<file path="src/sv/ofe_pkg.sv">
// shared types and constants for the offset base64 frame encoder
// used by every module of the block, no dependencies
package ofe_pkg;

  localparam int ADDR_W      = 5;
  localparam int SUM_W       = 12;
  localparam int QUEUE_DEPTH = 4;

  localparam logic [7:0] CH_HASH = 8'h23;
  localparam logic [7:0] CH_A    = 8'h61;
  localparam logic [7:0] CH_EQ   = 8'h3d;
  localparam logic [7:0] CH_CR   = 8'h0d;

  // one unit of work for the character sequencer
  typedef struct packed {
    logic        hdr;       // send '#', address, command
    logic [7:0]  cmd;
    logic        grp;       // send one group of four characters
    logic [23:0] grp_bits;  // three bytes, first byte in the top bits
    logic        trl;       // send checksum and carriage return
  } job_t;

  typedef enum logic [1:0] {
    PH_HDR,
    PH_GRP,
    PH_TRL
  } ph_t;

endpackage

</file>
<file path="src/sv/offset_base64_frame_encoder_core.sv">
// top level of the offset base64 frame encoder
// depends on ofe_pkg, ofe_front, ofe_queue, ofe_back
//
// channel   dir  handshake           payload
// s_*       in   s_tvalid/s_tready   tdata{data_byte, command}, tuser has_data, tlast last_byte
// m_*       out  m_tvalid/m_tready   tdata out_char, tlast frame_end, tuser run_last
// cfg_*     in   cfg_wen             cfg_wdata frame_address
//
// the back end sends one character per cycle unless the output stalls; a word
// causes 0 to 10 characters, about 4/3 per payload byte
// words that cause no character never enter the queue
// the front end accepts a word every cycle while the job queue has room
// output stalls fill the queue and then drop s_tready
// rst clears frame state, queue and output valid; frame_address resets to 0
module offset_base64_frame_encoder_core #(
  parameter int QUEUE_DEPTH = ofe_pkg::QUEUE_DEPTH
) (
  input  logic                       clk,
  input  logic                       rst,
  input  logic                       s_tvalid,
  output logic                       s_tready,
  input  logic [15:0]                s_tdata,   // command, data_byte
  input  logic                       s_tuser,   // has_data
  input  logic                       s_tlast,   // last_byte
  output logic                       m_tvalid,
  input  logic                       m_tready,
  output logic [7:0]                 m_tdata,   // out_char
  output logic                       m_tuser,   // run_last
  output logic                       m_tlast,   // frame_end
  input  logic                       cfg_wen,
  input  logic [ofe_pkg::ADDR_W-1:0] cfg_wdata
);

  logic [ofe_pkg::ADDR_W-1:0] frame_address;
  logic          q_full;
  logic          acc;
  logic          push;
  ofe_pkg::job_t push_job;
  logic          head_valid;
  ofe_pkg::job_t head_job;
  logic          pop;

  always_ff @(posedge clk) begin
    if (rst) begin
      frame_address <= '0;
    end else if (cfg_wen) begin
      frame_address <= cfg_wdata;
    end
  end

  assign s_tready = !q_full;
  assign acc      = s_tvalid && s_tready;

  ofe_front u_front (
    .clk       (clk),
    .rst       (rst),
    .acc       (acc),
    .command   (s_tdata[7:0]),
    .data_byte (s_tdata[15:8]),
    .has_data  (s_tuser),
    .last_byte (s_tlast),
    .push      (push),
    .job       (push_job)
  );

  ofe_queue #(
    .DEPTH (QUEUE_DEPTH)
  ) u_queue (
    .clk        (clk),
    .rst        (rst),
    .push       (push),
    .push_job   (push_job),
    .full       (q_full),
    .pop        (pop),
    .head_valid (head_valid),
    .head_job   (head_job)
  );

  ofe_back u_back (
    .clk           (clk),
    .rst           (rst),
    .frame_address (frame_address),
    .head_valid    (head_valid),
    .head_job      (head_job),
    .pop           (pop),
    .m_tvalid      (m_tvalid),
    .m_tready      (m_tready),
    .m_tdata       (m_tdata),
    .m_tlast       (m_tlast),
    .m_tuser       (m_tuser)
  );

endmodule

</file>
<file path="src/sv/ofe_front.sv">
// front end: accepts input words, tracks the frame and groups bytes into jobs
// depends on ofe_pkg
module ofe_front (
  input  logic             clk,
  input  logic             rst,
  input  logic             acc,
  input  logic [7:0]       command,
  input  logic [7:0]       data_byte,
  input  logic             has_data,
  input  logic             last_byte,
  output logic             push,
  output ofe_pkg::job_t    job
);

  logic       in_frame;
  logic [1:0] phase;
  logic [7:0] held_hi;
  logic [7:0] held_lo;

  logic [1:0] phase_mid;
  logic [7:0] hi_mid;
  logic [7:0] lo_mid;
  logic       full_grp;

  always_comb begin
    phase_mid = phase;
    hi_mid    = held_hi;
    lo_mid    = held_lo;
    full_grp  = 1'b0;
    if (has_data) begin
      case (phase)
        2'd0: begin
          hi_mid    = data_byte;
          phase_mid = 2'd1;
        end
        2'd1: begin
          lo_mid    = data_byte;
          phase_mid = 2'd2;
        end
        default: begin
          full_grp  = 1'b1;
          phase_mid = 2'd0;
        end
      endcase
    end

    job.hdr = !in_frame;
    job.cmd = command;
    job.trl = last_byte;
    job.grp = full_grp;
    job.grp_bits = {held_hi, held_lo, data_byte};
    // a partial group at frame end is zero padded
    if (!full_grp && last_byte) begin
      case (phase_mid)
        2'd1: begin
          job.grp      = 1'b1;
          job.grp_bits = {hi_mid, 16'h0000};
        end
        2'd2: begin
          job.grp      = 1'b1;
          job.grp_bits = {hi_mid, lo_mid, 8'h00};
        end
        default: begin
          job.grp = 1'b0;
        end
      endcase
    end
    push = acc && (job.hdr || job.grp || job.trl);
  end

  always_ff @(posedge clk) begin
    if (rst) begin
      in_frame <= 1'b0;
      phase    <= 2'd0;
    end else if (acc) begin
      if (last_byte) begin
        in_frame <= 1'b0;
        phase    <= 2'd0;
      end else begin
        in_frame <= 1'b1;
        phase    <= phase_mid;
      end
    end
  end

  always_ff @(posedge clk) begin
    if (acc) begin
      held_hi <= last_byte ? 8'h00 : hi_mid;
      held_lo <= last_byte ? 8'h00 : lo_mid;
    end
  end

endmodule

</file>
<file path="src/sv/ofe_queue.sv">
// small job queue between the front end and the character sequencer
// depends on ofe_pkg
module ofe_queue #(
  parameter int DEPTH = ofe_pkg::QUEUE_DEPTH
) (
  input  logic            clk,
  input  logic            rst,
  input  logic            push,
  input  ofe_pkg::job_t   push_job,
  output logic            full,
  input  logic            pop,
  output logic            head_valid,
  output ofe_pkg::job_t   head_job
);

  localparam int PTR_W = $clog2(DEPTH);
  localparam int CNT_W = $clog2(DEPTH + 1);

  ofe_pkg::job_t mem [DEPTH];
  logic [PTR_W-1:0] wr_ptr;
  logic [PTR_W-1:0] rd_ptr;
  logic [CNT_W-1:0] count;

  assign full       = (count == CNT_W'(DEPTH));
  assign head_valid = (count != '0);
  assign head_job   = mem[rd_ptr];

  always_ff @(posedge clk) begin
    if (push) begin
      mem[wr_ptr] <= push_job;
    end
  end

  always_ff @(posedge clk) begin
    if (rst) begin
      wr_ptr <= '0;
      rd_ptr <= '0;
      count  <= '0;
    end else begin
      if (push) begin
        wr_ptr <= (wr_ptr == PTR_W'(DEPTH - 1)) ? '0 : wr_ptr + 1'b1;
      end
      if (pop) begin
        rd_ptr <= (rd_ptr == PTR_W'(DEPTH - 1)) ? '0 : rd_ptr + 1'b1;
      end
      case ({push, pop})
        2'b10:   count <= count + 1'b1;
        2'b01:   count <= count - 1'b1;
        default: count <= count;
      endcase
    end
  end

endmodule

</file>
<file path="src/sv/ofe_back.sv">
// back end: walks each job one character per cycle unless the output stalls,
// keeps the running checksum and drives the output register; depends on ofe_pkg
module ofe_back (
  input  logic                       clk,
  input  logic                       rst,
  input  logic [ofe_pkg::ADDR_W-1:0] frame_address,
  input  logic                       head_valid,
  input  ofe_pkg::job_t              head_job,
  output logic                       pop,
  output logic                       m_tvalid,
  input  logic                       m_tready,
  output logic [7:0]                 m_tdata,
  output logic                       m_tlast,
  output logic                       m_tuser
);

  ofe_pkg::ph_t ph, ph_next, cur_ph;
  logic [1:0] idx, idx_next, cur_idx;
  logic       busy, busy_next;
  logic [ofe_pkg::SUM_W-1:0] char_sum, char_sum_next;

  logic       emit;
  logic [7:0] ch;
  logic [5:0] six;
  logic       fe;
  logic       ph_end;
  logic       done;

  always_ff @(posedge clk) begin
    if (rst) begin
      ph       <= ofe_pkg::PH_HDR;
      idx      <= 2'd0;
      busy     <= 1'b0;
      char_sum <= '0;
    end else begin
      ph       <= ph_next;
      idx      <= idx_next;
      busy     <= busy_next;
      char_sum <= char_sum_next;
    end
  end

  always_comb begin
    emit = head_valid && (!m_tvalid || m_tready);
    if (busy) begin
      cur_ph  = ph;
      cur_idx = idx;
    end else begin
      cur_ph  = head_job.hdr ? ofe_pkg::PH_HDR :
                head_job.grp ? ofe_pkg::PH_GRP : ofe_pkg::PH_TRL;
      cur_idx = 2'd0;
    end

    case (cur_idx)
      2'd0:    six = head_job.grp_bits[23:18];
      2'd1:    six = head_job.grp_bits[17:12];
      2'd2:    six = head_job.grp_bits[11:6];
      default: six = head_job.grp_bits[5:0];
    endcase

    fe     = 1'b0;
    ph_end = 1'b0;
    case (cur_ph)
      ofe_pkg::PH_HDR: begin
        ph_end = (cur_idx == 2'd2);
        case (cur_idx)
          2'd0:    ch = ofe_pkg::CH_HASH;
          2'd1:    ch = ofe_pkg::CH_A + {3'b000, frame_address};
          default: ch = head_job.cmd;
        endcase
      end
      ofe_pkg::PH_GRP: begin
        ph_end = (cur_idx == 2'd3);
        ch     = ofe_pkg::CH_EQ + {2'b00, six};
      end
      default: begin
        ph_end = (cur_idx == 2'd2);
        case (cur_idx)
          2'd0:    ch = ofe_pkg::CH_EQ + {2'b00, char_sum[11:6]};
          2'd1:    ch = ofe_pkg::CH_EQ + {2'b00, char_sum[5:0]};
          default: begin
            ch = ofe_pkg::CH_CR;
            fe = 1'b1;
          end
        endcase
      end
    endcase

    // update the checksum, then pick the next phase of this job, or finish it
    ph_next   = ph;
    idx_next  = idx;
    busy_next = busy;
    done      = 1'b0;
    char_sum_next = char_sum;
    if (emit) begin
      case (cur_ph)
        ofe_pkg::PH_HDR: begin
          if (cur_idx == 2'd0) begin
            char_sum_next = {4'h0, ch};
          end else begin
            char_sum_next = char_sum + {4'h0, ch};
          end
        end
        ofe_pkg::PH_GRP: char_sum_next = char_sum + {4'h0, ch};
        default:         char_sum_next = char_sum;
      endcase

      if (!ph_end) begin
        ph_next   = cur_ph;
        idx_next  = cur_idx + 2'd1;
        busy_next = 1'b1;
      end else begin
        idx_next = 2'd0;
        case (cur_ph)
          ofe_pkg::PH_HDR: begin
            if (head_job.grp) begin
              ph_next   = ofe_pkg::PH_GRP;
              busy_next = 1'b1;
            end else if (head_job.trl) begin
              ph_next   = ofe_pkg::PH_TRL;
              busy_next = 1'b1;
            end else begin
              done = 1'b1;
            end
          end
          ofe_pkg::PH_GRP: begin
            if (head_job.trl) begin
              ph_next   = ofe_pkg::PH_TRL;
              busy_next = 1'b1;
            end else begin
              done = 1'b1;
            end
          end
          default: done = 1'b1;
        endcase
        if (done) begin
          busy_next = 1'b0;
        end
      end
    end
    pop = emit && done;
  end

  always_ff @(posedge clk) begin
    if (rst) begin
      m_tvalid <= 1'b0;
    end else if (emit) begin
      m_tvalid <= 1'b1;
    end else if (m_tready) begin
      m_tvalid <= 1'b0;
    end
  end

  always_ff @(posedge clk) begin
    if (emit) begin
      m_tdata <= ch;
      m_tlast <= fe;
      m_tuser <= done;
    end
  end

  // the carriage return always closes its word's run
  a_cr_ends_run: assert property (@(posedge clk) disable iff (rst)
    m_tvalid && m_tlast |-> m_tuser)
    else $error("frame end without run end");

  // a job in progress stays at the queue head
  a_busy_head: assert property (@(posedge clk) disable iff (rst)
    busy |-> head_valid)
    else $error("sequencer busy with empty queue");

  // popping a job puts its last character on the output
  a_pop_marks: assert property (@(posedge clk) disable iff (rst)
    pop |=> m_tvalid && m_tuser)
    else $error("job finished without run end mark");

  // checksum characters are never emitted mid job without a trailer request
  a_trl_job: assert property (@(posedge clk) disable iff (rst)
    emit && cur_ph == ofe_pkg::PH_TRL |-> head_job.trl)
    else $error("trailer emitted for job without frame end");

endmodule
</file>
<file path="config.mk">
export PLATFORM = sky130hd
export DESIGN_NAME = offset_base64_frame_encoder_core
export DESIGN_NICKNAME = d
export VERILOG_FILES = /design/src/sv/ofe_pkg.sv /design/src/sv/offset_base64_frame_encoder_core.sv /design/src/sv/ofe_front.sv /design/src/sv/ofe_queue.sv /design/src/sv/ofe_back.sv
export SDC_FILE = /design/constraint.sdc
export NUM_CORES = 1
export LEC_CHECK = 0
export BUFFER_PORTS_ARGS = -buffer_cell sky130_fd_sc_hd__buf_2
export CORE_MARGIN = 5
export CORE_UTILIZATION = 51
export CTS_CLUSTER_DIAMETER = 100
export DETAILED_ROUTE_END_ITERATION = 16
export PLACE_DENSITY_LB_ADDON = 0.3
export SETUP_SLACK_MARGIN = 0.2
export SYNTH_ARGS = -nofsm -noshare
export SYNTH_HDL_FRONTEND = slang
export SYNTH_SLANG_ARGS = --single-unit
</file>
<file path="constraint.sdc">
create_clock -name clk -period 5.65 [get_ports clk]
set_clock_uncertainty 0.15 [all_clocks]
set_input_delay 0.2825 -clock clk [delete_from_list [all_inputs] [get_ports clk]]
set_output_delay 0.2825 -clock clk [all_outputs]
set_load 0.01 [all_outputs]
</file>
### Word level (Yosys, flattened, before mapping)

Memory sizes are Yosys's and may differ from the RTL's. A register that Yosys moved wholly into a read port is not among the register bits.
Cells that the tools add are included.

| cells by class | value |
|---|---|
| add/subtract/negate cells | 10 |
| equal/unequal tests | 14 |
| multiplexer cells | 51 |
| reductions and logical operators | 26 |

Operators by type and width:

| operator | count |
|---|---|
| one-hot mux 24 bit (2 select lines) | 1 |
| one-hot mux 8 bit (2 select lines) | 3 |
| 2-to-1 mux 8 bit | 4 |
| 2-to-1 mux 2 bit | 14 |
| 2-to-1 mux 25 bit | 1 |
| one-hot mux 12 bit (2 select lines) | 1 |
| adder 6 x 6 -> 7 bit (first input constant) | 3 |
| 2-to-1 mux 1 bit | 20 |
| one-hot mux 6 bit (3 select lines) | 1 |
| adder 12 x 8 -> 12 bit | 1 |
| == test 2 bit (second input constant) | 6 |
| 2-to-1 mux 12 bit | 1 |
| == test 2 x 1 -> 1 bit (second input constant) | 5 |
| adder 7 x 5 -> 8 bit (first input constant) | 1 |
| one-hot mux 2 bit (2 select lines) | 2 |
| OR reduction 2 bit | 4 |
| adder 2 x 1 -> 2 bit (second input constant) | 3 |
| zero test 2 bit | 3 |
| one-hot mux 3 bit (2 select lines) | 1 |
| AND reduction 2 bit | 3 |
| nonzero test 2 bit | 3 |
| logical AND 1 bit | 5 |
| zero test 1 bit | 4 |
| inequality test 4 bit (second input constant) | 1 |
| other kinds (7) | 10 |

| word-level totals | value |
|---|---|
| flip-flop bits (word level) | 59 |
| bits in writable memories | 140 |
| word-level logic and storage cells | 118 |
| memories | 1 |

Memory list:

| memory | words | bits a word | read ports | clocked after Yosys merged registers in | wr ports | line | source |
|---|---|---|---|---|---|---|---|
| u_queue.mem | 4 | 35 | 1 | 1 | 1 | ofe_queue.sv:19 | `ofe_pkg::job_t mem [DEPTH];` |

### Logic depth before layout (Yosys ltp)

Gate-level depths: netlist of run 1.

| logic depth | value |
|---|---|
| word-level depth | 12 |
| mapped depth | 18 |
| mapped depth without buffers | 16 |

### Hierarchy

A second synthesis of run 1 with hierarchy kept.

| unflattened totals | value |
|---|---|
| cells, all modules | 689 |
| area, all modules | 9,487.8 um2 |

By module, submodules not included:

| module | times used | cells each | area each (um2) | seq. area each (um2) |
|---|---|---|---|---|
| ofe_queue | 1 | 227 | 5,542.8 | 4,384.2 |
| ofe_back | 1 | 301 | 2,477.4 | 660.6 |
| ofe_front | 1 | 143 | 1,277.5 | 540.5 |
| offset_base64_frame_encoder_core | 1 | 18 | 190.2 | 100.1 |

### Worst setup path before layout of run 1

OpenSTA, ideal clock, no wires.

| timing | value |
|---|---|
| path type | register to register |
| from | register with a tool-made name |
| to | register u_back.char_sum[11] (netlist bit) |
| library setup time | 0.115 ns |
| arrival time | 3.919 ns |
| setup slack | 1.466 ns |
| cell stages (with the launch flop) | 17 |
| cell sequence | dfxtp_1 buf_6 buf_8 mux4_2 mux2_2 o22ai_2 nor2_1 ha_1 or4_4 o32a_1 ha_1 or2_2 a21o_1 and3_1 nand4_1 xor2_1 nor2_1 |

RTL lines:

| what | line | source |
|---|---|---|
| end signal, assigned | ofe_back.sv:39 | `char_sum <= char_sum_next;` |
| end, declared | ofe_back.sv:20 | `logic [ofe_pkg::SUM_W-1:0] char_sum, char_sum_next;` |

### Final worst setup path of run 1

| timing | value |
|---|---|
| from | register u_back.busy |
| to | register u_back.char_sum[8] (netlist bit) |

| on the way | value |
|---|---|
| cells in the longest elaborated chain, start to end | 8 |
| elaborated cells on any way between the ends | 17 |
| those cells by class | add/sub: 2; eq/ne: 3; mux: 8; reduce/logical: 4 |

RTL lines:

| what | line | source |
|---|---|---|
| start, declared | ofe_back.sv:19 | `logic busy, busy_next;` |
| start signal, assigned | ofe_back.sv:38 | `busy <= busy_next;` |
| 2-to-1 mux 2 bit | ofe_back.sv:45 | `if (busy) begin` |
| == test 2 bit (tied with other cells) | ofe_back.sv:54 | `case (cur_idx)` |
| one-hot mux 6 bit (3 select lines) | ofe_back.sv:54 |  |
| adder 6 x 6 -> 7 bit | ofe_back.sv:74 | `ch = ofe_pkg::CH_EQ + {2'b00, six};` |
| one-hot mux 8 bit (2 select lines) * | ofe_back.sv:63 | `case (cur_ph)` |
| named net u_back.ch[4] | ofe_back.sv:23 | `logic [7:0] ch;` |
| adder 12 x 8 -> 12 bit * | ofe_back.sv:101, ofe_back.sv:104 |  |
| 2-to-1 mux 12 bit | ofe_back.sv:98 | `if (cur_idx == 2'd0) begin` |
| one-hot mux 12 bit (2 select lines) * | ofe_back.sv:96 | `case (cur_ph)` |

The timed path passes the listed nets; every way through them passes the cells marked *.
A chain may end at the register's enable or synchronous reset.

==> out/results.tsv, run 1 <==
stage	metric	value	unit
floorplan	site row count	48	
clock_network	clock sinks	201	
pwr	PwrDens	337	mW/mm^2
sta	final hold violation count	0	
worst_setup_path	R2R setup slack	0.82	ns
sta	Worst Max-Slew Pin Slew	1.04	ns
clock_network	clk buf depth	3	
worst_setup_path	delay-heaviest family, CP	compound AO/OA/AOI/OAI gates	
pwr	total chip power	3510	uW
logic_synthesis	count leader, synth	edfxtp_1	
min_path	Hold WC Path Type	in -> reg	
clock_network	CTS resizes	0	
final_layout	Multi-input gate area	0.00321	sq mm
worst_setup_path	CP dominant cell by count	nand2_1	
logic_synthesis	number of synthesized register bits	201	
sta	RSZ-0062 raised after global routing	false	
logic_synthesis	EDFF count, synth	166	
final_layout	Reg area	0.00569	sq mm
sta	Slew Viols, Final	0	
worst_setup_path	CP Launch Type	register	
detailed_routing	Antenna Nets Post-Route	0	
final_layout	P&R area growth vs syn	14.2	%
worst_setup_path	crit-path max FO	20	
worst_setup_path	Worst setup EP type	register	
final_layout	Fillers	1346	
logic_synthesis	area fraction of the dominant cell type after synthesis	0.547	
detailed_routing	Iter 0 DRT Violations	518	
logic_synthesis	YS warnings	0	
clock_network	clk root buf	clkbuf_16	
logic_synthesis	Post-synth top cells	edfxtp_1 (166), nand2_1 (54), nor2_1 (53)	
worst_setup_path	worst r2r path cells	14	
sta	worst relative slew slack	0.303	
global_routing	number of antenna violations at the first check in global routing	0	
clock_network	CTS tree	yes	
worst_setup_path	critical-path cell list	nand2_1, mux4_2, a22oi_1, nand2_1, ha_1, or4_4, a311oi_1, ha_1, inv_1, o21ai_0, nand2_1, a211oi_1, xnor2_1, nor2_1	
job	max_cap viols	0	
logic_synthesis	largest area contributor in the netlist	edfxtp_1	
pwr	Pleak	0.00374	uW
floorplan	Core Region	0.0174	sq mm
global_routing	largest net degree at the start of global routing	36	
clock_network	TritonCTS Buffers	22	
worst_setup_path	kind of critical path	reg -> reg	
worst_setup_path	CP peak stage delay	0.78	ns
worst_setup_path	critical path's slowest cell	dfxtp_1	
logic_synthesis	average size of a mapped cell	13.7	sq um
place	Final Wtd Congestion	0.964	
clock_network	Post-CTS Repair Setup Buffers	0	
detailed_routing	via count	5729	
pwr	Max VDD drop	247	uV
worst_setup_path	crit path launch	u_back.busy	
detailed_routing	routed len/inst	19.7	um
global_routing	gr ovfl total	0	
floorplan	I/O pins	40	
floorplan	Starting Density	0.523	
worst_setup_path	Critical Path AT	5.07	ns
logic_synthesis	predominant post-synthesis flop cell	edfxtp_1	
logic_synthesis	sequential fraction of the synthesis area	0.624	
global_routing	Total Routing Usage GR	0.189	
sta	fmax	207	MHz
run_status	status	finished, final reports clean	
floorplan	Die ar.	0.0206	sq mm
logic_synthesis	top cells by area, synth	edfxtp_1 (55%), mux4_2 (8.7%), dfxtp_1 (7.7%)	
final_layout	final core occ	0.597	
sta	final setup violation count	0	
worst_setup_path	r2r startpoint	u_back.busy	
global_routing	vias in the first global route	5788	
logic_synthesis	Synth async-reset ratio	0	
sta	Tmin final	4.83	ns
detailed_routing	DRC	0	
floorplan	Die Height	144	um
detailed_routing	via-per-instance ratio	5.92	
clock_network	clk slew on worst S/H paths	0.06	ns
logic_synthesis	library cells used by synthesis	60	
clock_network	htree depth	1	
sta	final period utilization	0.854	
worst_setup_path	worst path required time	5.89	ns
worst_setup_path	Reg-to-Reg End	u_back.char_sum[8]	
sta	Sum Neg Setup Slack	0	ns
min_path	min-delay src	cfg_wen	
detailed_routing	First-pass DRT Iterations	5	
final_layout	Final nets	777	
global_routing	global-route wire length before repair	30700	um
logic_synthesis	Mapped Area	0.00911	sq mm
final_layout	layout cells sized above 1	0.178	
min_path	hold path depth	3	
logic_synthesis	Syn Nets	715	
floorplan	die width	144	um
logic_synthesis	Synth Instances	666	
clock_network	Clk Latency, worst-skew pair	0.50	ns
detailed_routing	WL final	19100	um
place	IO buf count	39	
min_path	Hold EP	frame_address[0]	
worst_setup_path	Buf/Inv on CP	1	
place	HPWL after detailed placement	13000	um
final_layout	ANT cells	0	
[how the worst max path moves through the flow]
stage          slack [ns]             endpoint  cells past startpoint
2_1_floorplan        1.47  u_back.char_sum[11]                     16
3_3_place_gp         1.03  u_back.char_sum[11]                     15
3_5_place_dp         0.94   u_back.char_sum[8]                     15
4_1_cts              0.92   u_back.char_sum[8]                     14
5_1_grt              0.56  u_back.char_sum[10]                     14
6_report             0.82   u_back.char_sum[8]                     14
[cell usage in the layout, fill, tap and decap left out, types with 19 or more instances in the layout]
cell type / Yosys / routed
edfxtp_1: 166 / 166
nand2_1: 54 / 54
nor2_1: 53 / 53
a21oi_1: 44 / 44
buf_2: 6 / 39
mux4_2: 35 / 35
dfxtp_1: 35 / 34
nor3_1: 25 / 25
clkbuf_16: 0 / 23
inv_1: 20 / 20
ha_1: 19 / 19
[layer usage]
metal	wire, um	GRT usage	vias up
li1	-	-	2675
met1	8210	0.258	2832
met2	9400	0.322	190
met3	1060	0.0300	32
met4	410	0.0471	0
met5	0	0	-
[through the flow]
stage	cell area, sq um	setup slack [ns]	hold WS (ns)	instances
2_1_floorplan	9110	1.47	0.231	666
3_3_place_gp	9550	1.03	0.310	914
3_5_place_dp	9550	0.943	0.319	914
4_1_cts	10400	0.916	0.000776	967
5_1_grt	10400	0.556	0.0268	967
6_report	10400	0.825	0.00942	967
[worst reg2reg max path, stage by stage, from the launching register on]
cell	delay, ns
dfxtp_1	0.78
nand2_1	0.46
mux4_2	0.38
a22oi_1	0.23
nand2_1	0.12
ha_1	0.24
or4_4	0.55
a311oi_1	0.57
ha_1	0.23
inv_1	0.07
o21ai_0	0.25
nand2_1	0.12
a211oi_1	0.33
xnor2_1	0.17
nor2_1	0.06
[power by group]
| group | internal, uW | total, uW | switching [uW] |
|---|---|---|---|
| Combinational | 147 | 377 | 230 |
| Sequential | 1700 | 1740 | 44.4 |
| Clock | 836 | 1390 | 552 |
| Total | 2680 | 3510 | 826 |
[layout make-up]
cell class	count	share of cell area
sequential	201	0.547
inverter	21	0.00758
tap	225	0.0271
clock buffer	28	0.0571
timing repair buffer	67	0.0426
multi-input combinational	415	0.308
clock inverter	10	0.0107
[state kept, by name, summed over array words and instances, names as in the netlist, named ones only]
register and cells:
u_queue.count 3, u_front.in_frame 1, u_back.char_sum 12, frame_address 5, u_queue.rd_ptr 2, u_back.m_tlast 1
u_back.m_tvalid 1, u_front.phase 2, u_queue.mem 140, u_back.ph 2, u_queue.wr_ptr 2, u_back.m_tdata 8
u_back.m_tuser 1, u_front.held_hi 8, u_back.busy 1, u_front.held_lo 8, u_back.idx 2
[what timing repair did]
action                                  in CTS  in global routing
hold buffers                                15                  0
hold endpoints to repair                    38                  0
endpoints found under the setup margin       0                  0
[kinds of logic after synthesis]
kind of cell	count (synthesis)	synth area share
simple gates	192	0.101
buf+inv	50	0.0239
flops	201	0.624
mux	55	0.109
xor+xnor	19	0.0183
compound gates	128	0.0935
fa+ha+maj	21	0.0305
(Power assumes the default switching activity.)
==> inputs of run 2 (changes only) <==
clock period = 4.58 ns   (was 5.65 ns; I/O delays follow)
==> out/results.tsv, run 2 (synthesis results as in run 1) <==
stage	metric	value	unit	change
run_status	status	finished, final reports clean		
detailed_routing	Post-Route M1 WL	7970	um	-2.9%
global_routing	largest net degree at the start of global routing	36		unchanged
detailed_routing	Met3 Wirelength	1110	um	+4.9%
worst_setup_path	worst r2r path cells	15		+1
sta	Tmin final	4.21	ns	-0.620 ns
final_layout	ANT cells	0		unchanged
global_routing	gr ovfl total	0		unchanged
place	HPWL after detailed placement	13100	um	+1.1%
pwr	Max VDD drop	342	uV	+38%
worst_setup_path	CP Launch Type	register		
floorplan	Starting Density	0.523		unchanged
detailed_routing	Iter 0 DRT Violations	437		-16%
detailed_routing	WL final	19300	um	+1.1%
worst_setup_path	worst path required time	4.82	ns	-1.07 ns
pwr	Pleak	0.00392	uW	+4.6%
sta	final period utilization	0.918		+0.0642
sta	worst relative slew slack	0.492		+0.189
detailed_routing	routed len/inst	19.4	um	-1.9%
worst_setup_path	kind of critical path	reg -> reg		
final_layout	max FFs per register	140		unchanged
min_path	Hold WC Path Type	in -> reg		
sta	RSZ-0062 raised after global routing	false		
worst_setup_path	R2R setup slack	0.37	ns	-0.45 ns
job	max_cap viols	0		unchanged
floorplan	site row count	48		unchanged
worst_setup_path	crit path capture	u_back.char_sum[11]		
sta	final hold violation count	0		unchanged
clock_network	htree depth	1		unchanged
clock_network	clock sinks	201		unchanged
min_path	hold path depth	3		unchanged
pwr	PwrDens	413	mW/mm^2	+22%
floorplan	die width	144	um	unchanged
detailed_routing	DRC	0		unchanged
final_layout	commonest non-fill, non-tap cell in the layout	edfxtp_1		
detailed_routing	First-pass DRT Iterations	5		unchanged
final_layout	Final nets	805		+3.6%
clock_network	Clk Latency, worst-skew pair	0.51	ns	about the same
clock_network	TritonCTS Buffers	22		unchanged
global_routing	number of antenna violations at the first check in global routing	0		unchanged
final_layout	P&R area growth vs syn	17.6	%	
final_layout	layout cells sized above 1	0.201		+0.0229
final_layout	Top Registers	u_queue.mem x140, u_back.char_sum x12		
final_layout	most flop-heavy register	u_queue.mem		
final_layout	most frequent cells in the layout	edfxtp_1 (166), nand2_1 (54), nor2_1 (53)		
floorplan	Core Region	0.0174	sq mm	unchanged
detailed_routing	top layer in use	met4		
worst_setup_path	Worst setup EP type	register		
sta	Sum Neg Setup Slack	0	ns	unchanged
global_routing	global-route wire length before repair	31000	um	+0.96%
sta	Worst Max-Slew Pin Slew	0.761	ns	-0.282 ns
floorplan	Die Height	144	um	unchanged
global_routing	vias in the first global route	5989		+3.5%
place	IO buf count	39		unchanged
clock_network	clk root buf	clkbuf_16		
sta	fmax	238	MHz	+15%
clock_network	CTS tree	yes		
worst_setup_path	Reg-to-Reg End	u_back.char_sum[11]		
sta	tightest hold margin	0.0167	ns	+0.00726 ns
place	Final Wtd Congestion	0.908		-5.8%
worst_setup_path	crit-path max FO	10		-50%
clock_network	clk slew on worst S/H paths	0.06	ns	about the same
detailed_routing	via-per-instance ratio	5.82		-1.7%
final_layout	final core occ	0.615		+0.0179
detailed_routing	via count	5807		+1.4%
sta	Slew Viols, Final	0		unchanged
sta	final setup violation count	0		unchanged
detailed_routing	routed wl met2	9830	um	+4.5%
floorplan	Die ar.	0.0206	sq mm	unchanged
clock_network	clk buf depth	3		unchanged
detailed_routing	Antenna Nets Post-Route	0		unchanged
floorplan	I/O pins	40		unchanged
global_routing	Total Routing Usage GR	0.191		+0.00135
worst_setup_path	Critical Path AT	4.45	ns	-0.62 ns
## run 2: cell types whose count changed in the layout (fill, tap and decap cells not counted), sizes merged
| cell | delta |
|---|---|
| inv | +1 |
| buf | +18 |
| clkinv | +2 |
| dlygate4sd3 | +10 |
| clkinvlp | -3 |
| clkbuf | +2 |
## run 2: worst max-delay path: stages, from the launching register on
cell and delay [ns]:
dfxtp_4 0.39, buf_12 0.15, mux4_2 0.52, mux2_2 0.28, nand2_1 0.09, nand2_1 0.06
ha_1 0.22, or4_4 0.55, o32a_1 0.33, ha_1 0.30, or2_2 0.31, a21o_1 0.21
and3_1 0.19, nand4_1 0.10, xor2_1 0.17, nor2_1 0.07
## run 2: worst min path at each step
stage	startpoint	to
after CTS	s_tdata[11]	u_front.held_lo[3]
after detailed placement	s_tdata[5]	u_queue.mem[0][31]
final	s_tdata[10]	u_front.held_lo[2]
after global placement	s_tdata[5]	u_queue.mem[0][31]
after floorplan	s_tlast	u_queue.mem[0][0]
after global routing	s_tdata[11]	u_front.held_hi[3]
## run 2: through the flow
step	power (uW)	std cells	setup WS [ns]	cell area [sq um]
global placement	2630	927	0.295	9660
floorplan	2490	666	0.396	9110
CTS	4460	995	0.240	10700
finish	4430	997	0.374	10700
global route	4610	997	0.201	10700
detailed placement	2660	927	0.202	9660
## run 2: layer usage
metal | global-route usage | vias to the layer above
li1 | - | 2742
met1 | 0.250 | 2848
met2 | 0.339 | 187
met3 | 0.0283 | 30
met4 | 0.0421 | 0
met5 | 0 | -
## run 2: timing repair
item / 4_1_cts / 5_1_grt
buffers inserted: 3 / 2
hold buffers: 25 / 0
gates resized for setup: 1 / 6
gates cloned: 0 / 0
endpoints found under the hold margin: 47 / 0
setup endpoints to repair: 1 / 7
pin swaps: 0 / 3
## run 2: power breakdown
group          switching, uW  internal [uW]
sequential              45.5           2100
clock                    690           1100
combinational            297            200
total                   1030           3390
## run 2: layout make-up
cell class,count,area (sq um)
Fill cell,1337,6700
Sequential cell,201,5690
Multi-Input combinational cell,415,3220
Timing Repair Buffer,95,694
Clock buffer,30,642
Tap cell,225,282
Clock inverter,10,113
Inverter,21,78.8
==> inputs of run 3 (changes only) <==
REMOVE_ABC_BUFFERS = 1   (was default)
==> out/results.tsv, run 3 (synthesis results as in run 1) <==
stage	metric	value	unit	change
clock_network	Clk Latency, worst-skew pair	0.50	ns	about the same
detailed_routing	Antenna Nets Post-Route	0		unchanged
final_layout	Top Registers	u_queue.mem x140, u_back.char_sum x12		
final_layout	layout cells sized above 1	0.196		-0.00439
final_layout	ANT cells	0		unchanged
detailed_routing	routed len/inst	19.7	um	+1.6%
global_routing	largest net degree at the start of global routing	36		unchanged
sta	Slew Viols, Final	0		unchanged
worst_setup_path	Critical Path AT	4.47	ns	+0.02 ns
pwr	Max VDD drop	302	uV	-12%
sta	final period utilization	0.926		+0.00736
pwr	Logic pwr share	0.119		+0.007
detailed_routing	Iter 0 DRT Violations	474		+8.5%
worst_setup_path	worst path required time	4.81	ns	about the same
floorplan	site row count	48		unchanged
clock_network	clock sinks	201		unchanged
place	Placed Cells	928		+0.11%
sta	final hold violation count	0		unchanged
pwr	sw frac	0.243		+0.00956
sta	Worst Max-Slew Pin Slew	0.771	ns	+0.00973 ns
place	HPWL after detailed placement	13300	um	+1.2%
global_routing	vias in the first global route	5979		-0.17%
pwr	Clk network pwr share	0.370		-0.034
floorplan	Core Region	0.0174	sq mm	unchanged
global_routing	gr ovfl total	0		unchanged
sta	worst relative slew slack	0.486		-0.00648
final_layout	Final nets	809		+0.50%
clock_network	clk buf depth	3		unchanged
final_layout	Fillers	1311		-1.9%
worst_setup_path	Worst setup EP type	register		
run_status	status	finished, final reports clean		
final_layout	most flop-heavy register	u_queue.mem		
job	max_cap viols	0		unchanged
pwr	internal power	3170	uW	-6.5%
global_routing	global-route wire length before repair	31400	um	+1.2%
detailed_routing	via-per-instance ratio	5.87		+0.81%
final_layout	P&R area growth vs syn	16.7	%	
worst_setup_path	crit-path max FO	4		-6
detailed_routing	via count	5866		+1.0%
worst_setup_path	CP Launch Type	register		
detailed_routing	WL final	19600	um	+1.8%
sta	RSZ-0062 raised after global routing	false		
final_layout	commonest non-fill, non-tap cell in the layout	edfxtp_1		
floorplan	Starting Density	0.523		unchanged
floorplan	I/O pins	40		unchanged
floorplan	Die ar.	0.0206	sq mm	unchanged
final_layout	final cell count without fillers	999		+0.20%
min_path	Hold WC Path Type	in -> reg		
floorplan	Die Height	144	um	unchanged
clock_network	htree depth	1		unchanged
final_layout	final core occ	0.611		-0.00453
final_layout	Multi-input gate area	0.00323	sq mm	+0.39%
global_routing	number of antenna violations at the first check in global routing	0		unchanged
sta	fmax	236	MHz	-0.79%
final_layout	Reg area	0.00569	sq mm	unchanged
place	Final Wtd Congestion	0.919		+1.2%
final_layout	most frequent cells in the layout	edfxtp_1 (166), nand2_1 (54), nor2_1 (53)		
clock_network	clk root buf	clkbuf_16		
pwr	Pleak	0.00387	uW	-1.1%
pwr	Psw	1020	uW	-1.4%
detailed_routing	First-pass DRT Iterations	5		unchanged
sta	Tmin final	4.24	ns	+0.0337 ns
clock_network	TritonCTS Buffers	21		-4.5%
pwr	sequential power share	0.511		+0.027
global_routing	Total Routing Usage GR	0.194		+0.00389
clock_network	CTS tree	yes		
floorplan	die width	144	um	unchanged
worst_setup_path	kind of critical path	reg -> reg		
final_layout	max FFs per register	140		unchanged
clock_network	clk slew on worst S/H paths	0.06	ns	about the same
place	IO buf count	39		unchanged
detailed_routing	DRC	0		unchanged
pwr	PwrDens	394	mW/mm^2	-4.6%
sta	final setup violation count	0		unchanged
run 3: cell types whose count changed in the layout (fill, tap and decap cells not counted), moves of 2 or more:
cell,delta
buf_4,+2
clkbuf_1,+3
dlygate4sd3_1,+2
clkbuf_8,-4
clkinv_1,+2
bufinv_16,-2
run 3: area by class of cell:
class / instances / area share
clock buffer: 28 / 0.0539
sequential: 201 / 0.535
clock inverter: 9 / 0.00412
timing repair buffer: 100 / 0.0696
inverter: 21 / 0.00741
tap: 225 / 0.0265
multi-input combinational: 415 / 0.304
run 3: routing by layer:
layer	part of all wire	track usage	vias to the layer above
li1	-	-	2745
met3	0.057	0.0326	49
met4	0.028	0.0659	0
met2	0.49	0.334	204
met5	0	0	-
met1	0.42	0.253	2868
run 3: what timing repair did:
item	in CTS	in global routing
hold endpoints to repair	54	0
gates resized for setup	3	7
hold buffers	27	0
endpoints found under the setup margin	5	7
pin swaps	0	1
buffers inserted	0	7
run 3: power groups by stage:
stage	Combinational (uW)	Sequential [uW]	Clock, uW
global placement	453	2170	0
CTS	494	2140	1580
global route	549	2150	1670
detailed placement	471	2180	0
finish	499	2140	1550
floorplan	300	2180	0
run 3: critical path, cell delays in order (launching register included):
cell	delay [ns]
dfxtp_4	0.37
buf_12	0.11
mux4_2	0.48
mux2_2	0.28
o22ai_2	0.16
nor2_1	0.08
ha_1	0.22
or4_4	0.57
o32a_1	0.35
ha_1	0.31
or2_2	0.31
a21o_1	0.22
and3_1	0.19
nand4_1	0.10
xor2_1	0.15
nor2_1	0.06
run 3: final timing paths:
kind / start / endpoint / slack (ns) / cells past startpoint
worst max-delay path: register / u_back.char_sum[11] / 0.34 / 15
worst min-delay path: s_tvalid / u_front.phase[1] / 0.03 / 4
worst max register to register: register / u_back.char_sum[11] / 0.34 / 15
worst min register to register: u_queue.rd_ptr[1] / register / 0.33 / 2
run 3: per-stage QoR:
stage               TNS, ns  power [uW]  setup slack (ns)  instance area, sq um  hold WS (ns)
finish                    0        4190             0.341                 10600        0.0295
global route              0        4360             0.215                 10600        0.0455
CTS                       0        4220             0.253                 10600       0.00836
detailed placement        0        2650             0.112                  9650         0.299
global placement          0        2630             0.210                  9650         0.291
floorplan             -4.09        2480            -0.721                  8970         0.148
